File: config.mk
export PLATFORM = sky130hd
export DESIGN_NAME = periodic_timer_table
export DESIGN_NICKNAME = d
export VERILOG_FILES = /design/src/rtl/ptt_pkg.sv /design/src/rtl/ptt_datapath.sv /design/src/rtl/ptt_ctrl.sv /design/src/rtl/periodic_timer_table.sv
export SDC_FILE = /design/constraint.sdc
export NUM_CORES = 2
export LEC_CHECK = 0
export BUFFER_PORTS_ARGS = -buffer_cell sky130_fd_sc_hd__buf_2
export CORE_ASPECT_RATIO = 2
export CORE_MARGIN = 4
export CORE_UTILIZATION = 30
export DETAILED_ROUTE_END_ITERATION = 10
export HOLD_SLACK_MARGIN = 0.1
export SLEW_MARGIN = 20
export SYNTH_ARGS = -nofsm -noshare
export SYNTH_HDL_FRONTEND = slang
export SYNTH_HIERARCHICAL = 1
export SYNTH_SLANG_ARGS = --single-unit
File: constraint.sdc
create_clock -name clk -period 10.42 [get_ports clk]
set_input_delay 1.042 -clock clk [delete_from_list [all_inputs] [get_ports clk]]
set_output_delay 1.042 -clock clk [all_outputs]
set_load 0.02 [all_outputs]
File: src/rtl/ptt_pkg.sv
// ---------------------------------------------------------------------------
// Periodic timer table package
// Item, result and table entry types, action and status codes, and the
// command and status groups between controller and datapath.
// ---------------------------------------------------------------------------
package ptt_pkg;

  localparam logic [1:0] ACT_REGISTER   = 2'd0;
  localparam logic [1:0] ACT_UNREGISTER = 2'd1;
  localparam logic [1:0] ACT_TICK       = 2'd2;
  localparam logic [1:0] ACT_NONE       = 2'd3;

  localparam logic [2:0] ST_REGISTERED = 3'd0;
  localparam logic [2:0] ST_PRESENT    = 3'd1;
  localparam logic [2:0] ST_FULL       = 3'd2;
  localparam logic [2:0] ST_MARKED     = 3'd3;
  localparam logic [2:0] ST_NOTFOUND   = 3'd4;
  localparam logic [2:0] ST_FIRED      = 3'd5;
  localparam logic [2:0] ST_DONE       = 3'd6;

  localparam logic [1:0] WK_APPEND  = 2'd0;
  localparam logic [1:0] WK_MARK    = 2'd1;
  localparam logic [1:0] WK_COMPACT = 2'd2;

  localparam logic [1:0] IDS_ITEM  = 2'd0;
  localparam logic [1:0] IDS_ENTRY = 2'd1;
  localparam logic [1:0] IDS_ZERO  = 2'd2;

  typedef struct packed {
    logic [1:0]  action;
    logic [7:0]  timer_id;
    logic [31:0] interval_ticks;
    logic [47:0] now;
  } ptt_in_t;

  typedef struct packed {
    logic [2:0] status;
    logic [7:0] timer_id_res;
    logic       last;
  } ptt_out_t;

  typedef struct packed {
    logic [7:0]  id;
    logic [31:0] interval;
    logic [47:0] deadline;
    logic        marked;
  } ptt_entry_t;

  typedef struct packed {
    logic       load;
    logic       emit;
    logic [2:0] status;
    logic [1:0] id_sel;
    logic       last;
    logic       wr_en;
    logic [1:0] wr_kind;
    logic       idx_inc;
    logic       wr_inc;
    logic       count_load;
    logic       count_inc;
  } ptt_cmd_t;

  typedef struct packed {
    logic       scan_end;
    logic       hit;
    logic       marked;
    logic       fire;
    logic       full;
    logic [1:0] action;
  } ptt_stat_t;

endpackage

File: src/rtl/ptt_datapath.sv
// ---------------------------------------------------------------------------
// Periodic timer table datapath
// Entry memory, scan and compaction pointers, entry count, deadline adder
// and the result register.
// ---------------------------------------------------------------------------
module ptt_datapath #(
  parameter int MAX_TIMERS = 16
) (
  input  logic              clk,
  input  logic              rst_n,
  input  ptt_pkg::ptt_in_t  in_item,
  input  ptt_pkg::ptt_cmd_t cmd,
  output ptt_pkg::ptt_stat_t stat,
  output logic              out_valid,
  output ptt_pkg::ptt_out_t out_res
);

  localparam int CW = $clog2(MAX_TIMERS + 1);
  localparam int AW = (MAX_TIMERS > 1) ? $clog2(MAX_TIMERS) : 1;

  ptt_pkg::ptt_entry_t mem_r [MAX_TIMERS];
  ptt_pkg::ptt_entry_t rdata_r;
  ptt_pkg::ptt_entry_t wdata;
  ptt_pkg::ptt_in_t    item_r;
  ptt_pkg::ptt_out_t   out_res_r;
  logic [CW-1:0]       idx_r;
  logic [CW-1:0]       wr_r;
  logic [CW-1:0]       count_r;
  logic [CW-1:0]       count_nxt;
  logic                out_valid_r;
  logic [AW-1:0]       waddr;
  logic [31:0]         add_ival;
  logic [47:0]         sum;
  logic                fire;
  logic [7:0]          res_id;

  assign fire     = rdata_r.deadline < item_r.now;
  assign add_ival = (cmd.wr_kind == ptt_pkg::WK_APPEND) ? item_r.interval_ticks
                                                        : rdata_r.interval;
  assign sum      = item_r.now + {16'd0, add_ival};

  always_comb begin
    wdata = rdata_r;
    waddr = idx_r[AW-1:0];
    case (cmd.wr_kind)
      ptt_pkg::WK_APPEND: begin
        waddr          = count_r[AW-1:0];
        wdata.id       = item_r.timer_id;
        wdata.interval = item_r.interval_ticks;
        wdata.deadline = sum;
        wdata.marked   = 1'b0;
      end
      ptt_pkg::WK_MARK: begin
        waddr        = idx_r[AW-1:0];
        wdata.marked = 1'b1;
      end
      ptt_pkg::WK_COMPACT: begin
        waddr          = wr_r[AW-1:0];
        wdata.deadline = fire ? sum : rdata_r.deadline;
        wdata.marked   = 1'b0;
      end
      default: begin
        waddr = idx_r[AW-1:0];
        wdata = rdata_r;
      end
    endcase
  end

  always_comb begin
    case (cmd.id_sel)
      ptt_pkg::IDS_ITEM:  res_id = item_r.timer_id;
      ptt_pkg::IDS_ENTRY: res_id = rdata_r.id;
      default:            res_id = 8'd0;
    endcase
  end

  always_comb begin
    count_nxt = count_r;
    if (cmd.count_load) begin
      count_nxt = wr_r;
    end else if (cmd.count_inc) begin
      count_nxt = count_r + CW'(1);
    end
  end

  always_ff @(posedge clk) begin
    if (cmd.wr_en) begin
      mem_r[waddr] <= wdata;
    end
    rdata_r <= mem_r[idx_r[AW-1:0]];
  end

  always_ff @(posedge clk) begin
    if (cmd.load) begin
      item_r <= in_item;
      idx_r  <= '0;
      wr_r   <= '0;
    end else begin
      if (cmd.idx_inc) begin
        idx_r <= idx_r + CW'(1);
      end
      if (cmd.wr_inc) begin
        wr_r <= wr_r + CW'(1);
      end
    end
    if (cmd.emit) begin
      out_res_r.status       <= cmd.status;
      out_res_r.timer_id_res <= res_id;
      out_res_r.last         <= cmd.last;
    end
  end

  always_ff @(posedge clk) begin
    if (!rst_n) begin
      count_r     <= '0;
      out_valid_r <= 1'b0;
    end else begin
      count_r     <= count_nxt;
      out_valid_r <= cmd.emit;
    end
  end

  assign stat.scan_end = idx_r == count_r;
  assign stat.hit      = rdata_r.id == item_r.timer_id;
  assign stat.marked   = rdata_r.marked;
  assign stat.fire     = fire;
  assign stat.full     = count_r == CW'(MAX_TIMERS);
  assign stat.action   = item_r.action;

  assign out_valid = out_valid_r;
  assign out_res   = out_res_r;

endmodule

File: src/rtl/ptt_ctrl.sv
// ---------------------------------------------------------------------------
// Periodic timer table controller
// Sequences lookups, appends, marks and the tick walk over the table.
// ---------------------------------------------------------------------------
module ptt_ctrl (
  input  logic               clk,
  input  logic               rst_n,
  input  logic               start,
  input  logic [1:0]         in_action,
  input  ptt_pkg::ptt_stat_t stat,
  output logic               busy,
  output ptt_pkg::ptt_cmd_t  cmd
);

  localparam logic [1:0] S_IDLE = 2'd0;
  localparam logic [1:0] S_RD   = 2'd1;
  localparam logic [1:0] S_EV   = 2'd2;

  logic [1:0] state_r;
  logic [1:0] state_nxt;

  always_comb begin
    state_nxt = state_r;
    cmd       = '0;
    case (state_r)
      S_IDLE: begin
        if (start && in_action != ptt_pkg::ACT_NONE) begin
          cmd.load  = 1'b1;
          state_nxt = S_RD;
        end
      end
      S_RD: begin
        if (stat.scan_end) begin
          cmd.emit   = 1'b1;
          cmd.last   = 1'b1;
          cmd.id_sel = ptt_pkg::IDS_ITEM;
          state_nxt  = S_IDLE;
          case (stat.action)
            ptt_pkg::ACT_REGISTER: begin
              if (stat.full) begin
                cmd.status = ptt_pkg::ST_FULL;
              end else begin
                cmd.status    = ptt_pkg::ST_REGISTERED;
                cmd.wr_en     = 1'b1;
                cmd.wr_kind   = ptt_pkg::WK_APPEND;
                cmd.count_inc = 1'b1;
              end
            end
            ptt_pkg::ACT_UNREGISTER: begin
              cmd.status = ptt_pkg::ST_NOTFOUND;
            end
            default: begin
              cmd.status     = ptt_pkg::ST_DONE;
              cmd.id_sel     = ptt_pkg::IDS_ZERO;
              cmd.count_load = 1'b1;
            end
          endcase
        end else begin
          state_nxt = S_EV;
        end
      end
      S_EV: begin
        state_nxt   = S_RD;
        cmd.idx_inc = 1'b1;
        case (stat.action)
          ptt_pkg::ACT_REGISTER: begin
            if (stat.hit) begin
              cmd.emit   = 1'b1;
              cmd.last   = 1'b1;
              cmd.status = ptt_pkg::ST_PRESENT;
              cmd.id_sel = ptt_pkg::IDS_ITEM;
              state_nxt  = S_IDLE;
            end
          end
          ptt_pkg::ACT_UNREGISTER: begin
            if (stat.hit) begin
              cmd.emit    = 1'b1;
              cmd.last    = 1'b1;
              cmd.status  = ptt_pkg::ST_MARKED;
              cmd.id_sel  = ptt_pkg::IDS_ITEM;
              cmd.wr_en   = 1'b1;
              cmd.wr_kind = ptt_pkg::WK_MARK;
              state_nxt   = S_IDLE;
            end
          end
          default: begin
            if (!stat.marked) begin
              cmd.wr_en   = 1'b1;
              cmd.wr_kind = ptt_pkg::WK_COMPACT;
              cmd.wr_inc  = 1'b1;
              if (stat.fire) begin
                cmd.emit   = 1'b1;
                cmd.status = ptt_pkg::ST_FIRED;
                cmd.id_sel = ptt_pkg::IDS_ENTRY;
              end
            end
          end
        endcase
      end
      default: begin
        state_nxt = S_IDLE;
      end
    endcase
  end

  always_ff @(posedge clk) begin
    if (!rst_n) begin
      state_r <= S_IDLE;
    end else begin
      state_r <= state_nxt;
    end
  end

  assign busy = state_r != S_IDLE;

endmodule

File: src/rtl/periodic_timer_table.sv
// Scan: each entry scanned passes through a memory read state and then an evaluate
// state; a tick walks all entries in use, a lookup that matches stops there and
// answers from the evaluate state.
// Items: a new item is accepted only while idle, so one item is finished before the next is taken.
// Results: one strobe cycle each, fired results during the walk, done last.
// Reset: synchronous, active low; the table comes up empty, no clearing pass.
// ---------------------------------------------------------------------------
// Periodic timer table
// Insertion-ordered table of periodic timers with register, unregister and
// tick items; a tick fires due timers and compacts out marked entries.
// ---------------------------------------------------------------------------
module periodic_timer_table #(
  parameter int MAX_TIMERS = 16
) (
  input  logic              clk,
  input  logic              rst_n,
  input  logic              start,
  input  ptt_pkg::ptt_in_t  in_item,
  output logic              busy,
  output logic              out_valid,
  output ptt_pkg::ptt_out_t out_res
);

  ptt_pkg::ptt_cmd_t  cmd;
  ptt_pkg::ptt_stat_t stat;

  ptt_ctrl u_ctrl (
    .clk       (clk),
    .rst_n     (rst_n),
    .start     (start),
    .in_action (in_item.action),
    .stat      (stat),
    .busy      (busy),
    .cmd       (cmd)
  );

  ptt_datapath #(
    .MAX_TIMERS (MAX_TIMERS)
  ) u_datapath (
    .clk       (clk),
    .rst_n     (rst_n),
    .in_item   (in_item),
    .cmd       (cmd),
    .stat      (stat),
    .out_valid (out_valid),
    .out_res   (out_res)
  );

endmodule

After elaboration in Yosys (flattened, before gate mapping)
Memories as Yosys holds them, arrays and structs flattened. A register that Yosys moved wholly into a read port is not among the register bits.
Index checks and enable logic that the tools add are counted.
{ "word_totals": {"ff_bits": 120, "latch_bits": 0, "ram_bits": 1424, "mem_bits_ro": 0, "in_bits": 93, "output_inout_bits": 14, "word_cells": 79, "n_memories": 1} }
{ "memory_table": {"columns": ["memory", "depth", "word_bits", "rd", "rd_clocked_by_memory_dff", "write_ports", "line", "text"], "rows": [
  ["u_datapath.mem_r", 16, 89, 1, 1, 1, "ptt_datapath.sv:21", "ptt_pkg::ptt_entry_t mem_r [MAX_TIMERS];"]
]} }
{ "classes": {"n_addsub": 4, "multipliers": 0, "n_div": 0, "n_lt_le_gt_ge": 1, "eq_ne": 11, "n_shift": 0, "n_mux": 41, "bitwise": 0, "n_reduce_logical": 9} }
{ "op_table": {"columns": ["cell", "n"], "rows": [
  ["$pmux W48 S2", 1],
  ["$add A48 B32 Y48", 1],
  ["$lt A48 B48 Y1", 1],
  ["$mux W48", 1],
  ["$mux W40", 1],
  ["$mux W32", 1],
  ["$mux W10", 2],
  ["$pmux W10 S2", 1],
  ["$pmux W8 S2", 1],
  ["$add A5 B1 Y5 const B", 3],
  ["$mux W2", 7],
  ["$mux W6", 2],
  ["$pmux W3 S2", 2],
  ["$pmux W6 S2", 1],
  ["$mux W1", 11],
  ["$mux W5", 2],
  ["$mux W3", 3],
  ["$eq A2 B1 Y1 const B", 4],
  ["$eq A8 B8 Y1", 1],
  ["$logic_not A2 Y1", 4],
  ["$pmux W4 S2", 1],
  ["$mux W7", 1],
  ["$pmux W2 S3", 1],
  ["$eq A5 B5 Y1", 1],
  ["other kinds (8)", 12]
]} }

Depth between registers and ports, before layout
{ "logic_depth": {"ltp_word": 10, "depth_mapped": 20, "depth_no_buf": 19} }

Modules after synthesis
Netlist, hierarchy kept.
{ "modules_own_cells": {"columns": ["module", "instances", "cells_each", "area_per_inst_um2", "seq_area_each_um2"], "rows": [
  ["ptt_datapath", 1, 2881, 63518.4, 47926.0],
  ["ptt_ctrl", 1, 41, 309.0, 40.0]
]} }

Worst setup path before layout
OpenSTA, ideal clock, no wires.
{ "synth_path": {"kind": "register to register", "startpoint": "register u_datapath.idx_r[2]", "endpoint": "memory u_datapath/mem_r[14][0] (netlist name), enable pin", "setup_time_ns": 0.537, "t_arrival_ns": 6.290, "required_ns": 9.883, "path_slack_ns": 3.593, "path_stages_with_launch": 12, "path_buffers": 3, "synth_period_minus_slack_ns": 6.827, "cell_sequence": "dfxtp_1 clkbuf_1 clkbuf_1 buf_1 xnor2_1 nand3_1 nor3_1 and2_1 and3b_1 a211o_1 nand3b_1 nor2_1"} }
{ "synth_rtl": {"columns": ["element", "line", "text"], "rows": [
  ["from (decl)", "ptt_datapath.sv:26", "logic [CW-1:0] idx_r;"],
  ["from (signal assigned)", "ptt_datapath.sv:100", "idx_r <= idx_r + CW'(1);"],
  ["to (decl)", "ptt_datapath.sv:21", null]
]} }

==> results_dict.tcl <==
set metrics [dict create \
    synth.avg_cell_area_um2 21.8 \
    cts-root-buf "clkbuf_16" \
    grt_setup_unrepaired "no" \
    finalHoldViolations 0 \
    grt_first_pass_wirelength_mm 226 \
    ioPinCount 107 \
    status "completed" \
    setup_violations 0 \
    die_y_um 660 \
    internal_power_mw 10.5 \
    antenna_found_initial 15 \
    syn_nets 3108 \
    start_util_pct 30.1 \
    core_um2 212000 \
    drive_above_1_share_pct 28.5 \
    grt.total_usage_pct 14.0 \
    leakage_nw 22.3 \
    seq_area_frac_synth_pct 75.1 \
    mostFrequentLayoutCells "1526 x edfxtp_1, 445 x mux4_2, 146 x clkbuf_16" \
    wl_met2_mm 84.5 \
    cp_data_arrival_time_ps 7240 \
    hold_class "in2reg" \
    yosysTopAreaCellShare_pct 71.8 \
    period_needed_ps 6770 \
    post-cts-setup-buffer-count 0 \
    peakVddDrop_uv 145 \
    finalSetupTns_ps 0 \
    top_layer "met5" \
    htree_levels 4 \
    area_growth_pct 13.7 \
    grt-ovfl-total 0 \
    num_vias 29500 \
    finClkSkew_ps 71.9 \
    power_frac_comb_pct 4.3 \
    path_class "reg2reg" \
    post-dp-hpwl_mm 84.2 \
    synthCells 2922 \
    drtIter0Drc 2357 \
    drt-wirelength-per-cell_um 26.3 \
    async_flop_share_pct 0 \
    num_rows 239 \
    drv_cap 0 \
    power_mw 13.3 \
    grt_pass1_vias 31400 \
    relSlewSlack_pct 28.1 \
    fmax_ghz 0.148 \
    reg2reg_slack_ps 3650 \
    clkTransAtPathRegs_ps 70 \
    hold_buffers 0 \
    tightest_slew_ps 1080 \
    critPathLaunchType "flip-flop" \
    clock_sink_count 1633 \
    drv_slew 0 \
    fin_util_pct 34.3 \
    syn-cell-area_um2 63800 \
    cts_resized 0 \
    viasPerCell 4.95 \
    swShare_pct 21.0 \
    power_frac_clock_pct 40.2 \
    synth_cell_types 61 \
    power_per_cell_area_nw_per_um2 183 \
    io_buffers 106 \
    synth_edf_count 1526 \
    clockBufferDepth 4 \
    drc_errors 0 \
    place_congestion 0.772 \
    cts-buffers-inserted 143 \
    clk_latency_ps 800 \
    wl_mm 157 \
    yosys.area.top_type "edfxtp_1" \
    drt_pre_antenna_iters 5 \
    synth-main-ff-cell "edfxtp_1" \
    met3WireLength_mm 6.57 \
    min_period_over_period_pct 64.9 \
    ys_top_cells_by_area "edfxtp_1 72%, mux4_2 16%, dfxtp_1 3.4%, ha_1 1.8%, mux2_2 1.3%" \
    grt_max_degree 126 \
    required_ps 10890 \
    yosys_warnings 6 \
    synth-seq-cells 1633 \
    final_common_cell "edfxtp_1" \
    seqPwrFrac_pct 55.5 \
    dieArea_um2 221000 \
    p_switching_mw 2.79 \
    cts_tree "built" \
    end_kind "flip-flop" \
    drtAntennaViolNets 0 \
    crit_fanout 32 \
    drt-met1-wl_mm 61.3 \
    final_net_count 3274 \
    die_w_um 334 \
]
flip-flops by register name (all words and copies together) (netlist names), 2 cells and up:
signal	cells
u_datapath/mem_r	1424
u_datapath/item_r	88
u_datapath/rdata_r	88
u_datapath/out_res	12
u_datapath/count_r	5
u_datapath/idx_r	5
u_datapath/wr_r	5
u_datapath/stat	3
u_ctrl/state_r	2
power groups by stage:
stage	sequential (mW)	clock (mW)	combinational, mW
after floorplan	7.51	0	0.365
after global placement	7.54	0	0.554
after detailed placement	7.54	0	0.576
after CTS	7.39	5.51	0.578
after global routing	7.39	5.74	0.627
final	7.39	5.35	0.569
layout make-up:
type | instances | area, µm²
fill | 19600 | 139000
sequential | 1633 | 48000
multi-input combinational | 1092 | 15200
clock buffer | 178 | 3830
tap | 2771 | 3470
timing repair buffer | 153 | 1050
clock inverter | 67 | 761
inverter | 65 | 244
antenna | 7 | 17.5
metal layers:
layer  GRT usage (%)  vias up
met4            4.08       14
met5               0        -
met2            26.1      743
met1            17.0    16000
met3            1.75      252
li1                -    12500
synthesized netlist by cell type, types with 8 or more instances:
library cell / instances
clkbuf_1: 72
xor2_1: 22
a21oi_1: 64
mux4_2: 445
a21o_1: 23
xnor2_1: 48
nor2_1: 59
ha_1: 92
buf_4: 8
inv_1: 64
buf_1: 46
edfxtp_1: 1526
and2_1: 12
o21ai_0: 24
mux2_1: 15
mux2_2: 71
o21a_1: 11
dfxtp_1: 107
nor3_1: 10
mux2i_1: 18
nand2_1: 52
o21ai_1: 8
nand4_1: 22
nand3_1: 14
cell families after synthesis:
| family | share of synthesized area [%] |
|---|---|
| AO/OA/AOI/OAI | 1.83 |
| XOR/XNOR | 0.961 |
| adder cells (fa/ha/maj) | 1.83 |
| buffers and inverters | 1.22 |
| flip-flops | 75.1 |
| multiplexers | 17.5 |
| AND/OR/NAND/NOR | 1.51 |
worst max-delay path: stages, from the launching register on:
cell and delay, ps:
dfxtp_1 380, inv_1 90, ha_1 300, and3b_1 320
and2_1 350, nor2_4 340, buf_4 600, mux2_2 470
ha_1 250, inv_1 70, fa_1 440, nand2b_1 190
a21oi_1 190, o21a_1 230, o221ai_1 310, o41ai_1 880
o21ai_1 300, o21ai_1 240, xnor2_1 80, mux2_2 390
path summary, 6_finish.rpt:
kind,start,endpoint,cells past startpoint
min reg2reg,u_ctrl/state_r[1],u_ctrl/state_r[1],2
max,u_ctrl/state_r[0],u_datapath/mem_r[6][31],19
min,in_item[37],u_datapath/item_r[37],1
max reg2reg,u_ctrl/state_r[0],u_datapath/mem_r[6][31],19
through the flow:
step	cells	hold slack, ps	area [µm²]	worst slack [ps]
detailed placement	5714	496	68000	3630
floorplan	2922	468	63800	3590
global placement	5714	500	68000	3700
global route	5960	400	72600	3300
CTS	5959	367	72600	3570
finish	5966	431	72600	3650
Note: power is estimated with default switching activity, not from simulation.
